**config.mk**
```make
export PLATFORM = sky130hd
export DESIGN_NAME = cgfd_grad
export DESIGN_NICKNAME = d
export VERILOG_FILES = /design/src/rtl/core/cgfd_pkg.sv /design/src/rtl/core/cgfd_grad.sv
export SDC_FILE = /design/constraint.sdc
export NUM_CORES = 1
export LEC_CHECK = 0
export BUFFER_PORTS_ARGS = -buffer_cell sky130_fd_sc_hd__buf_4
export CELL_PAD_IN_SITES_DETAIL_PLACEMENT = 2
export CELL_PAD_IN_SITES_GLOBAL_PLACEMENT = 2
export CORE_ASPECT_RATIO = 0.9
export CORE_MARGIN = 3
export CORE_UTILIZATION = 38
export DETAILED_ROUTE_END_ITERATION = 8
export GPL_ROUTABILITY_DRIVEN = 1
export HOLD_SLACK_MARGIN = 0.02
export PLACE_DENSITY = 0.82
export SLEW_MARGIN = 20
export SYNTH_ARGS = -nofsm -noshare
export SYNTH_HDL_FRONTEND = slang
export SYNTH_SLANG_ARGS = --single-unit
```
**constraint.sdc**
```tcl
create_clock -name clk_i -period 10.6 [get_ports clk_i]
set_input_delay 2.12 -clock clk_i [delete_from_list [all_inputs] [get_ports clk_i]]
set_output_delay 2.12 -clock clk_i [all_outputs]
set_load 0.05 [all_outputs]
```
**src/rtl/core/cgfd_pkg.sv**
```systemverilog
`timescale 1ns / 1ps
// Shared types and constants for the four-direction compass gradient block.
// Depends on nothing; every other file in rtl/core uses it.
package cgfd_pkg;

  localparam int MAX_WIDTH_DEF = 1024;

  localparam int PIX_W      = 8;
  localparam int NORM_W     = 8;
  localparam int CODE_W     = 3;
  localparam int FW_W       = 11;
  localparam int FH_W       = 16;
  localparam int CFG_IDX_W  = 2;
  localparam int CFG_DATA_W = 16;

  localparam logic [FW_W-1:0] FW_RESET = 11'd640;
  localparam logic [FH_W-1:0] FH_RESET = 16'd480;

  typedef logic [PIX_W-1:0] pix_t;

  // Configuration register indexes.
  typedef enum logic [CFG_IDX_W-1:0] {
    CFG_FRAME_WIDTH  = 2'd0,
    CFG_FRAME_HEIGHT = 2'd1
  } cfg_reg_e;

  // Mask codes reported as the direction.
  typedef enum logic [CODE_W-1:0] {
    DIR_EAST       = 3'd0,
    DIR_NORTH_EAST = 3'd1,
    DIR_SOUTH      = 3'd6,
    DIR_SOUTH_EAST = 3'd7
  } dir_e;

  // Per-stage control that travels alongside the pixel data.
  typedef struct packed {
    logic pix;       // stage carries a pixel that updates window and line stores
    logic res;       // stage produces a result
    logic interior;  // result is evaluated from the window
    logic last;      // result closes the frame
  } ctl_t;

endpackage

```
**src/rtl/core/cgfd_grad.sv**
```systemverilog
`timescale 1ns / 1ps
// Mask sums, absolute values, divide by three and best-direction selection.
// Depends on cgfd_pkg.
module cgfd_grad (
  input  logic                 clk_i,
  input  logic                 en_i,
  input  cgfd_pkg::pix_t [8:0] win_i,
  output cgfd_pkg::pix_t       norm_o,
  output cgfd_pkg::dir_e       code_o
);
  import cgfd_pkg::*;

  // Window index is row*3 + column with row 0 on top.
  function automatic logic [9:0] abs_diff(input pix_t a, input pix_t b, input pix_t c,
                                          input pix_t d, input pix_t e, input pix_t f);
    logic [9:0]  pos;
    logic [9:0]  neg;
    logic [10:0] diff;
    pos  = 10'(a) + 10'(b) + 10'(c);
    neg  = 10'(d) + 10'(e) + 10'(f);
    diff = {1'b0, pos} - {1'b0, neg};
    return diff[10] ? 10'(-diff) : diff[9:0];
  endfunction

  // Exact floor(a/3) for a up to 765 by multiplying with 683/2048.
  function automatic pix_t div3(input logic [9:0] a);
    logic [19:0] prod;
    prod = 20'(a) * 20'd683;
    return prod[18:11];
  endfunction

  logic [9:0] abs_q [4];
  pix_t       q [4];

  always_ff @(posedge clk_i) begin
    if (en_i) begin
      abs_q[0] <= abs_diff(win_i[2], win_i[5], win_i[8], win_i[0], win_i[3], win_i[6]);
      abs_q[1] <= abs_diff(win_i[1], win_i[2], win_i[5], win_i[3], win_i[6], win_i[7]);
      abs_q[2] <= abs_diff(win_i[6], win_i[7], win_i[8], win_i[0], win_i[1], win_i[2]);
      abs_q[3] <= abs_diff(win_i[5], win_i[7], win_i[8], win_i[0], win_i[1], win_i[3]);
    end
  end

  always_comb begin
    for (int i = 0; i < 4; i++) begin
      q[i] = div3(abs_q[i]);
    end
    // A later mask wins only on a strictly larger value.
    norm_o = q[0];
    code_o = DIR_EAST;
    if (q[1] > norm_o) begin
      norm_o = q[1];
      code_o = DIR_NORTH_EAST;
    end
    if (q[2] > norm_o) begin
      norm_o = q[2];
      code_o = DIR_SOUTH;
    end
    if (q[3] > norm_o) begin
      norm_o = q[3];
      code_o = DIR_SOUTH_EAST;
    end
  end

endmodule

```
==> results.cfg, run 1 <==
[synthesis]
yosysTopAreaCell = sky130_fd_sc_hd__ha_1
avgSynthCellArea_sq_um = 9.947
synth_cells = 1358
ff_latch_count_synth = 40
syn-cell-area_sq_um = 13510
synthesis.yosys.warnings = 0
synth_area_leaders = sky130_fd_sc_hd__ha_1, sky130_fd_sc_hd__fa_1, sky130_fd_sc_hd__edfxtp_1
netlist.area_leader.share = 0.2955
async_flop_share = 0
yosys.cell_types.count = 58
synthMostInstantiatedCell = sky130_fd_sc_hd__ha_1
yosys-top-cells-count = sky130_fd_sc_hd__ha_1, sky130_fd_sc_hd__inv_1, sky130_fd_sc_hd__fa_1
sequential_element_share_of_the_synthesized_area = 0.08892
syn_nets = 1941
yosys_most_used_dff = sky130_fd_sc_hd__edfxtp_1
synth-edff-count = 40

[clock_network]
cts_buffer_depth = 2
cts.clk_slew.worst_paths_ns = 0.07
cts_buffers = 5
clock-sinks = 40
clock_tree.htree_level_count = 2
clk_root_buffer_cell = sky130_fd_sc_hd__clkbuf_16
total_of_hold_buffers_inserted_after_clock_tree_synthesis = 0
tritoncts = done

[setup_path]
critPathRequiredTime_ns = 8.48
timing.critical_path.slowest_cell_delay_ns = 0.58
critical_path.startpoint_type = flop
timing.critical_path.arrival_ns = 10.42
critPathTopFamily = adder cells
cp_max_fo = 6
critical_path.endpoint_type = primary output
critPathKind = flop to primary output
critPathBufInv = 8
worst_path_max_delay_cell = sky130_fd_sc_hd__fa_1
cp_common_cell = sky130_fd_sc_hd__ha_1

[sta]
finalCritPeriodShare = 1.183
rsz0062_at_grt = yes
slew_violations = 0
final_hold_viol_count = 0
timing.final.crit_period_ns = 12.54
finalWorstSetupSlack_ns = -1.941
relSlewSlack = 0.5043
fmax_ghz = 0.07974
worst_pin_slew_ns = 0.7410
setup-violations-final = 11

[layout]
biggestRegsByFlops = abs_q: 40 flops
diodes = 0
post_route_cells_drive_above_1_share = 0.2400
largest_register_ff_count = 40
layout.nets = 2179
synthToLayoutAreaGrowth_pct = 24.98
finalNonFillerCells = 2058
regMostFlops = abs_q

[floorplan]
die_width_um = 204.7
std_cell_rows = 64
ioPinCount = 85
die_h_um = 184.9
core-area_sq_um = 34510
initial_core_util = 0.3914
die_area_sq_um = 37850

[drt]
drt_pre_antenna_iters = 5
post-route-drc-count = 0
routed_wire_length_per_instance_um = 29.84
detailedRoute.firstIterationViolations = 558
finalWirelength_um = 61410
drt.antenna.violating_nets = 0
vias = 11680
viasPerCell = 5.673

[global_route]
grt_max_degree = 41
wire_length_of_the_first_global_routing_pass_um = 84730
global_route_congestion_overflow_total = 0
number_of_antenna_violations_at_the_first_check_in_global_routing = 0
gr-usage-all-layers = 0.2950
grt_pass1_vias = 13810

[hold_path]
hold_path_class = primary input to flop

[placed_design]
placed_cells_incl_taps = 2009
post_placement_setup_slack_ns = -1.419
globalplace.congestion = 0.9044
placement.io_buffers = 76
post-dp-hpwl_um = 43470

[status]
violations = negative setup slack
run_status = complete, but fails checks

[job]
max_cap_violations = 0
[cells by family after synthesis]
family / synth area share
muxes: 0.01630
buffers and inverters: 0.08651
and+or+nand+nor: 0.06632
adders and majority gates: 0.5779
xor gates and xnor gates: 0.07521
DFF: 0.08892
AOI/OAI and AO/OA: 0.08883
[routing by layer]
metal  track usage  vias to the layer above  routed length (um)
li1              -                     4952                   -
met1        0.3266                     6088               22810
met2        0.5844                      440               32960
met3       0.02319                      195                2305
met4        0.1101                        0                3334
met5             0                        -                   0
[stage by stage]
step	hold WS (ns)	util	TNS [ns]	instance area, sq um
floorplan	2.233	-	-0.4044	13700
global placement	2.619	0.4549	-7.414	15700
detailed placement	2.642	0.4549	-15.12	15700
CTS	2.337	0.4722	-11.64	16300
global route	2.365	0.4892	-23.15	16880
finish	2.332	0.4892	-20.97	16880
[timing repair]
item	4_1_cts	5_1_grt
buffers inserted	27	22
pin swaps	27	53
gates resized for setup	56	81
endpoints found under the setup margin	11	11
[cell type report]
cell class	count	area, sq um
fillers	3505	17630
clock inverters	2	12.51
well taps	462	578.1
multi-input cells	1014	11980
inverters	297	1115
clock buffers	5	125.1
flip-flops and latches	40	1201
repair buffers	238	1867
[path summary, 6_finish.rpt]
| path | start | endpoint | depth (start not counted) |
|---|---|---|---|
| min | en_i | abs_q[1][1] | 1 |
| max | abs_q[0][5] | norm_o[7] | 47 |
[cell usage in the layout (no fill, tap or decap), types with 12 or more instances in the layout]
cell type,Yosys,layout
sky130_fd_sc_hd__xor2_1,28,26
sky130_fd_sc_hd__nor3_1,20,20
sky130_fd_sc_hd__inv_1,297,284
sky130_fd_sc_hd__ha_4,0,22
sky130_fd_sc_hd__o21bai_1,25,25
sky130_fd_sc_hd__xnor2_1,88,80
sky130_fd_sc_hd__a21oi_2,0,12
sky130_fd_sc_hd__inv_2,0,13
sky130_fd_sc_hd__nand2_1,20,17
sky130_fd_sc_hd__ha_1,319,290
sky130_fd_sc_hd__o21ai_0,24,15
sky130_fd_sc_hd__a21o_1,16,16
sky130_fd_sc_hd__nor2_1,61,55
sky130_fd_sc_hd__a21oi_1,76,60
sky130_fd_sc_hd__edfxtp_1,40,40
sky130_fd_sc_hd__nor2b_1,18,13
sky130_fd_sc_hd__buf_4,1,224
sky130_fd_sc_hd__nand3_1,22,19
sky130_fd_sc_hd__fa_1,190,187
sky130_fd_sc_hd__o21a_1,15,13
Power of run 1 is not shown: default switching activity piles up to over one toggle a cycle in this logic, so the estimate is an artifact.
==> inputs of run 2 (changes only) <==
Settings changed: ABC_AREA set to 1, CORE_UTILIZATION 38 to 37, PLACE_DENSITY 0.82 to 0.83.
==> results.cfg, run 2 <==
[layout]
regMostFlops = abs_q
largest_register_ff_count = 40
post_route_cells_drive_above_1_share = 0.1500
layout.nets = 2289
commonest_non_fill_non_tap_cell_in_the_layout = sky130_fd_sc_hd__inv_1
biggestRegsByFlops = abs_q: 40 flops
diodes = 0
mostFrequentLayoutCells = sky130_fd_sc_hd__inv_1, sky130_fd_sc_hd__ha_1, sky130_fd_sc_hd__nand2_1
nFillCells = 3969
synthToLayoutAreaGrowth_pct = 16.13

[setup_path]
critPathBufInv = 8
critPathTopFamily = adder cells
critPathKind = flop to primary output
critical_path.endpoint_type = primary output
critical_path.startpoint_type = flop
cp_common_cell = sky130_fd_sc_hd__ha_1
timing.critical_path.slowest_cell_delay_ns = 0.56
cp_max_fo = 13
worst_path_max_delay_cell = sky130_fd_sc_hd__edfxtp_1
timing.critical_path.arrival_ns = 8.54
critPathRequiredTime_ns = 8.48

[job]
max_cap_violations = 0

[floorplan]
die_width_um = 211.2
initial_core_util = 0.3815
core-area_sq_um = 36750
std_cell_rows = 66
die_area_sq_um = 40270
ioPinCount = 85
die_h_um = 190.7

[hold_path]
whs_endpoint = abs_q[1][9]
worstHoldStart = en_i
worstHoldPathCells = 1
hold_path_class = primary input to flop

[synthesis]
yosysTopAreaCell = sky130_fd_sc_hd__ha_1
synth_cells = 1577
netlist.area_leader.share = 0.2847
synth_area_leaders = sky130_fd_sc_hd__ha_1, sky130_fd_sc_hd__fa_1, sky130_fd_sc_hd__inv_1
sequential_element_share_of_the_synthesized_area = 0.08567
ff_latch_count_synth = 40
yosys-top-cells-count = sky130_fd_sc_hd__inv_1, sky130_fd_sc_hd__ha_1, sky130_fd_sc_hd__nand2_1
async_flop_share = 0
synthesis.yosys.warnings = 0
yosys.cell_types.count = 39
yosys_most_used_dff = sky130_fd_sc_hd__edfxtp_1
syn_nets = 2160
avgSynthCellArea_sq_um = 8.891
synthMostInstantiatedCell = sky130_fd_sc_hd__inv_1
syn-cell-area_sq_um = 14020
synth-edff-count = 40

[clock_network]
cts.clk_slew.worst_paths_ns = 0.07
clk_root_buffer_cell = sky130_fd_sc_hd__clkbuf_16
clock_tree.htree_level_count = 2
clock-sinks = 40
cts_buffers = 5
total_of_hold_buffers_inserted_after_clock_tree_synthesis = 0
cts_buffer_depth = 2
tritoncts = done

[global_route]
grt_max_degree = 41
wire_length_of_the_first_global_routing_pass_um = 72620
global_route_congestion_overflow_total = 0
grt_pass1_vias = 13680
number_of_antenna_violations_at_the_first_check_in_global_routing = 2
gr-usage-all-layers = 0.2336

[drt]
vias = 11850
finalWirelength_um = 57550
detailedRoute.firstIterationViolations = 440
drt.antenna.violating_nets = 0
post-route-drc-count = 0
routed_wire_length_per_instance_um = 26.36
drt_pre_antenna_iters = 5
viasPerCell = 5.429

[sta]
worst_pin_slew_ns = 0.9597
setup-violations-final = 8
finalWorstSetupSlack_ns = -0.06496
finalCritPeriodShare = 1.006
slew_violations = 0
relSlewSlack = 0.3602
timing.final.crit_period_ns = 10.66
final_hold_viol_count = 0
finalHoldWorstSlack_ns = 2.331
fmax_ghz = 0.09377

[status]
violations = negative setup slack
run_status = complete, but fails checks

[placed_design]
placement.io_buffers = 76
post-dp-hpwl_um = 42830
globalplace.congestion = 0.8574
post_placement_setup_slack_ns = -0.01900
run 2: cell types whose count changed after synthesis, moves of 12 or more:
cell / delta
sky130_fd_sc_hd__a21oi_1: +12
sky130_fd_sc_hd__inv_1: +65
sky130_fd_sc_hd__mux2i_1: -13
sky130_fd_sc_hd__nand2_1: +197
sky130_fd_sc_hd__nand2_2: +18
sky130_fd_sc_hd__nand3_1: +27
sky130_fd_sc_hd__nor2b_1: -18
sky130_fd_sc_hd__o21a_1: -14
sky130_fd_sc_hd__o21bai_1: -14
sky130_fd_sc_hd__xnor2_1: -53
sky130_fd_sc_hd__xor2_1: +49
run 2: layout make-up:
type	count	area, sq um	share of cell area
sequential	40	1201	0.07377
timing repair buffer	124	977.2	0.06002
multi-input combinational	1171	11980	0.7357
tap	476	595.6	0.03658
inverter	364	1366	0.08392
clock inverter	3	37.54	0.002305
clock buffer	5	125.1	0.007685
run 2: what timing repair did:
item                                    in CTS  in global routing
cloned                                       0                  2
endpoints found under the setup margin      11                 11
pin swaps                                    1                 38
setup buffers                                1                 39
gates resized for setup                      8                106
run 2: per-stage QoR:
| step | cell area [sq um] | utilization | setup TNS, ns | std cells |
|---|---|---|---|---|
| after detailed placement | 15220 | 0.4142 | -0.04531 | 2133 |
| after global placement | 15220 | 0.4142 | 0 | 2133 |
| after global routing | 16280 | 0.4431 | -4.837 | 2183 |
| final | 16280 | 0.4431 | -0.3877 | 2183 |
| after floorplan | 14020 | - | 0 | 1577 |
| after CTS | 15400 | 0.4192 | 0 | 2142 |
run 2: how the worst max path moves through the flow:
stage	from	end	slack, ns	cells after the start
floorplan	abs_q[1][7]	code_o[2]	0.77	40
global placement	abs_q[1][5]	norm_o[7]	0.30	46
detailed placement	abs_q[1][5]	norm_o[6]	-0.02	46
CTS	abs_q[1][5]	norm_o[0]	0.01	46
global route	abs_q[0][5]	norm_o[1]	-0.47	44
finish	abs_q[0][5]	norm_o[0]	-0.06	44
run 2: cell families (layout without fill, tap and decap cells):
group | Yosys count | count (layout) | synth area share
AOI/OAI and AO/OA | 161 | 161 | 0.06470
xor gates and xnor gates | 112 | 112 | 0.06996
adders and majority gates | 509 | 509 | 0.5560
buffers and inverters | 367 | 496 | 0.09879
DFF | 40 | 40 | 0.08567
and+or+nand+nor | 388 | 389 | 0.1249
run 2: per-layer routing:
metal,vias to the layer above,share of wire,routed length [um],GRT usage
li1,5277,-,-,-
met1,6053,0.37,21090,0.2500
met2,339,0.54,31070,0.4610
met3,179,0.033,1908,0.02451
met4,4,0.060,3431,0.1010
met5,-,0.00070,40,0
Power of run 2 is left out for the same reason.
==> inputs of run 3 (changes only) <==
--- a/config.mk
+++ b/config.mk
@@ -9,2 +9,3 @@
 export BUFFER_PORTS_ARGS = -buffer_cell sky130_fd_sc_hd__buf_4
+export CAP_MARGIN = 15
 export CELL_PAD_IN_SITES_DETAIL_PLACEMENT = 2
==> constraint.sdc (replaced) <==
create_clock -name clk_i -period 10.6 [get_ports clk_i]
set_input_delay 1.59 -clock clk_i [delete_from_list [all_inputs] [get_ports clk_i]]
set_output_delay 1.59 -clock clk_i [all_outputs]
set_load 0.05 [all_outputs]
==> results.cfg, run 3 (synthesis gave the netlist of run 2 again) <==
[layout]
diodes = 0
synthToLayoutAreaGrowth_pct = 10.11
commonest_non_fill_non_tap_cell_in_the_layout = sky130_fd_sc_hd__inv_1
layout.nets = 2245
regMostFlops = abs_q
mostFrequentLayoutCells = sky130_fd_sc_hd__inv_1, sky130_fd_sc_hd__ha_1, sky130_fd_sc_hd__nand2_1
largest_register_ff_count = 40
biggestRegsByFlops = abs_q: 40 flops
post_route_cells_drive_above_1_share = 0.08484

[clock_network]
clk_root_buffer_cell = sky130_fd_sc_hd__clkbuf_16
cts_buffers = 5
tritoncts = done
clock-sinks = 40
cts.clk_slew.worst_paths_ns = 0.06
cts_buffer_depth = 2
clock_tree.htree_level_count = 2
total_of_hold_buffers_inserted_after_clock_tree_synthesis = 0

[sta]
relSlewSlack = 0.3647
final_hold_viol_count = 0
rsz0062_at_grt = yes
worst_pin_slew_ns = 0.9529
setup-violations-final = 0
slew_violations = 0
timing.final.crit_period_ns = 10.09
fmax_ghz = 0.09913
finalCritPeriodShare = 0.9517
setup_total_negative_slack_ns = 0

[hold_path]
worstHoldStart = en_i
hold_path_class = primary input to flop
worstHoldPathCells = 1
whs_endpoint = abs_q[1][1]

[job]
max_cap_violations = 0

[setup_path]
timing.critical_path.arrival_ns = 8.50
cp_max_fo = 16
critPathRequiredTime_ns = 9.01
critical_path.endpoint_type = primary output
critPathKind = flop to primary output
critical_path.startpoint_type = flop
worst_path_max_delay_cell = sky130_fd_sc_hd__fa_1
cp_common_cell = sky130_fd_sc_hd__ha_1
timing.critical_path.slowest_cell_delay_ns = 0.53

[drt]
routed_wire_length_per_instance_um = 21.49
drt_pre_antenna_iters = 4
drt.antenna.violating_nets = 0
viasPerCell = 5.143
post-route-drc-count = 0
detailedRoute.firstIterationViolations = 348
finalWirelength_um = 45940
vias = 11000

[status]
run_status = completed

[global_route]
grt_max_degree = 41
gr-usage-all-layers = 0.2340
grt_pass1_vias = 13580
number_of_antenna_violations_at_the_first_check_in_global_routing = 0
wire_length_of_the_first_global_routing_pass_um = 73080
global_route_congestion_overflow_total = 0

[floorplan]
die_h_um = 190.7
initial_core_util = 0.3815
die_width_um = 211.2
core-area_sq_um = 36750
die_area_sq_um = 40270
std_cell_rows = 66
ioPinCount = 85

[placed_design]
placement.io_buffers = 76
globalplace.congestion = 0.8561
post-dp-hpwl_um = 41190
==> run 3: cell types whose count changed in the layout (fill, tap and decap cells not counted), moves of 6 or more <==
cell                      previous run  this run
sky130_fd_sc_hd__a21oi_1            80        86
sky130_fd_sc_hd__buf_4             115        80
sky130_fd_sc_hd__buf_6               7         0
sky130_fd_sc_hd__ha_1              293       317
sky130_fd_sc_hd__ha_4               22         1
sky130_fd_sc_hd__nand2_1           201       217
sky130_fd_sc_hd__nand2_2            33        18
sky130_fd_sc_hd__nor2_1             50        57
sky130_fd_sc_hd__nor2_2              9         3
==> run 3: layer usage <==
metal	wire length, um	global-route usage
met3	1097	0.01826
met5	0	0
met1	18100	0.2596
met2	25070	0.4664
met4	1674	0.07906
==> run 3: worst max path at each step <==
| stage | start | endpoint | slack, ns | cells past startpoint |
|---|---|---|---|---|
| 3_5_place_dp | abs_q[1][5] | norm_o[2] | 0.36 | 47 |
| 3_3_place_gp | abs_q[1][7] | norm_o[5] | 0.71 | 47 |
| 5_1_grt | abs_q[0][7] | norm_o[0] | -0.1 | 46 |
| 2_1_floorplan | abs_q[1][7] | code_o[2] | 1.30 | 40 |
| 6_report | abs_q[0][4] | norm_o[0] | 0.51 | 42 |
| 4_1_cts | abs_q[1][5] | norm_o[2] | 0.02 | 47 |
==> run 3: what timing repair did <==
item	in CTS	in global routing
endpoints found under the setup margin	0	11
gates resized for setup	0	12
setup buffers	0	4
==> run 3: stage by stage <==
step	hold WS [ns]	util	worst slack (ns)	area, sq um	std cells
floorplan	1.703	-	1.300	14020	1577
global placement	2.090	0.4130	0.7050	15180	2127
detailed placement	2.123	0.4130	0.3616	15180	2127
CTS	1.814	0.4180	0.02156	15360	2134
global route	1.828	0.4201	-0.09642	15440	2138
finish	1.813	0.4201	0.5118	15440	2138
==> run 3: layout make-up <==
| cell class | count | area [sq um] |
|---|---|---|
| Tap cell | 476 | 595.6 |
| Clock buffer | 5 | 125.1 |
| Timing Repair Buffer | 81 | 620.6 |
| Clock inverter | 2 | 60.06 |
| Inverter | 364 | 1370 |
| Fill cell | 4047 | 21310 |
| Sequential cell | 40 | 1201 |
| Multi-Input combinational cell | 1170 | 11470 |
==> run 3: worst max-delay path: cells and delay by family, from the launching register on <==
kind | cells | cell delay (ns)
adders and majority gates | 9 | 3.36
and+or+nand+nor | 16 | 1.71
AOI/OAI and AO/OA | 9 | 1.45
buffers and inverters | 7 | 0.77
DFF | 1 | 0.48
xor gates and xnor gates | 1 | 0.40
Power of run 3 is left out for the same reason.
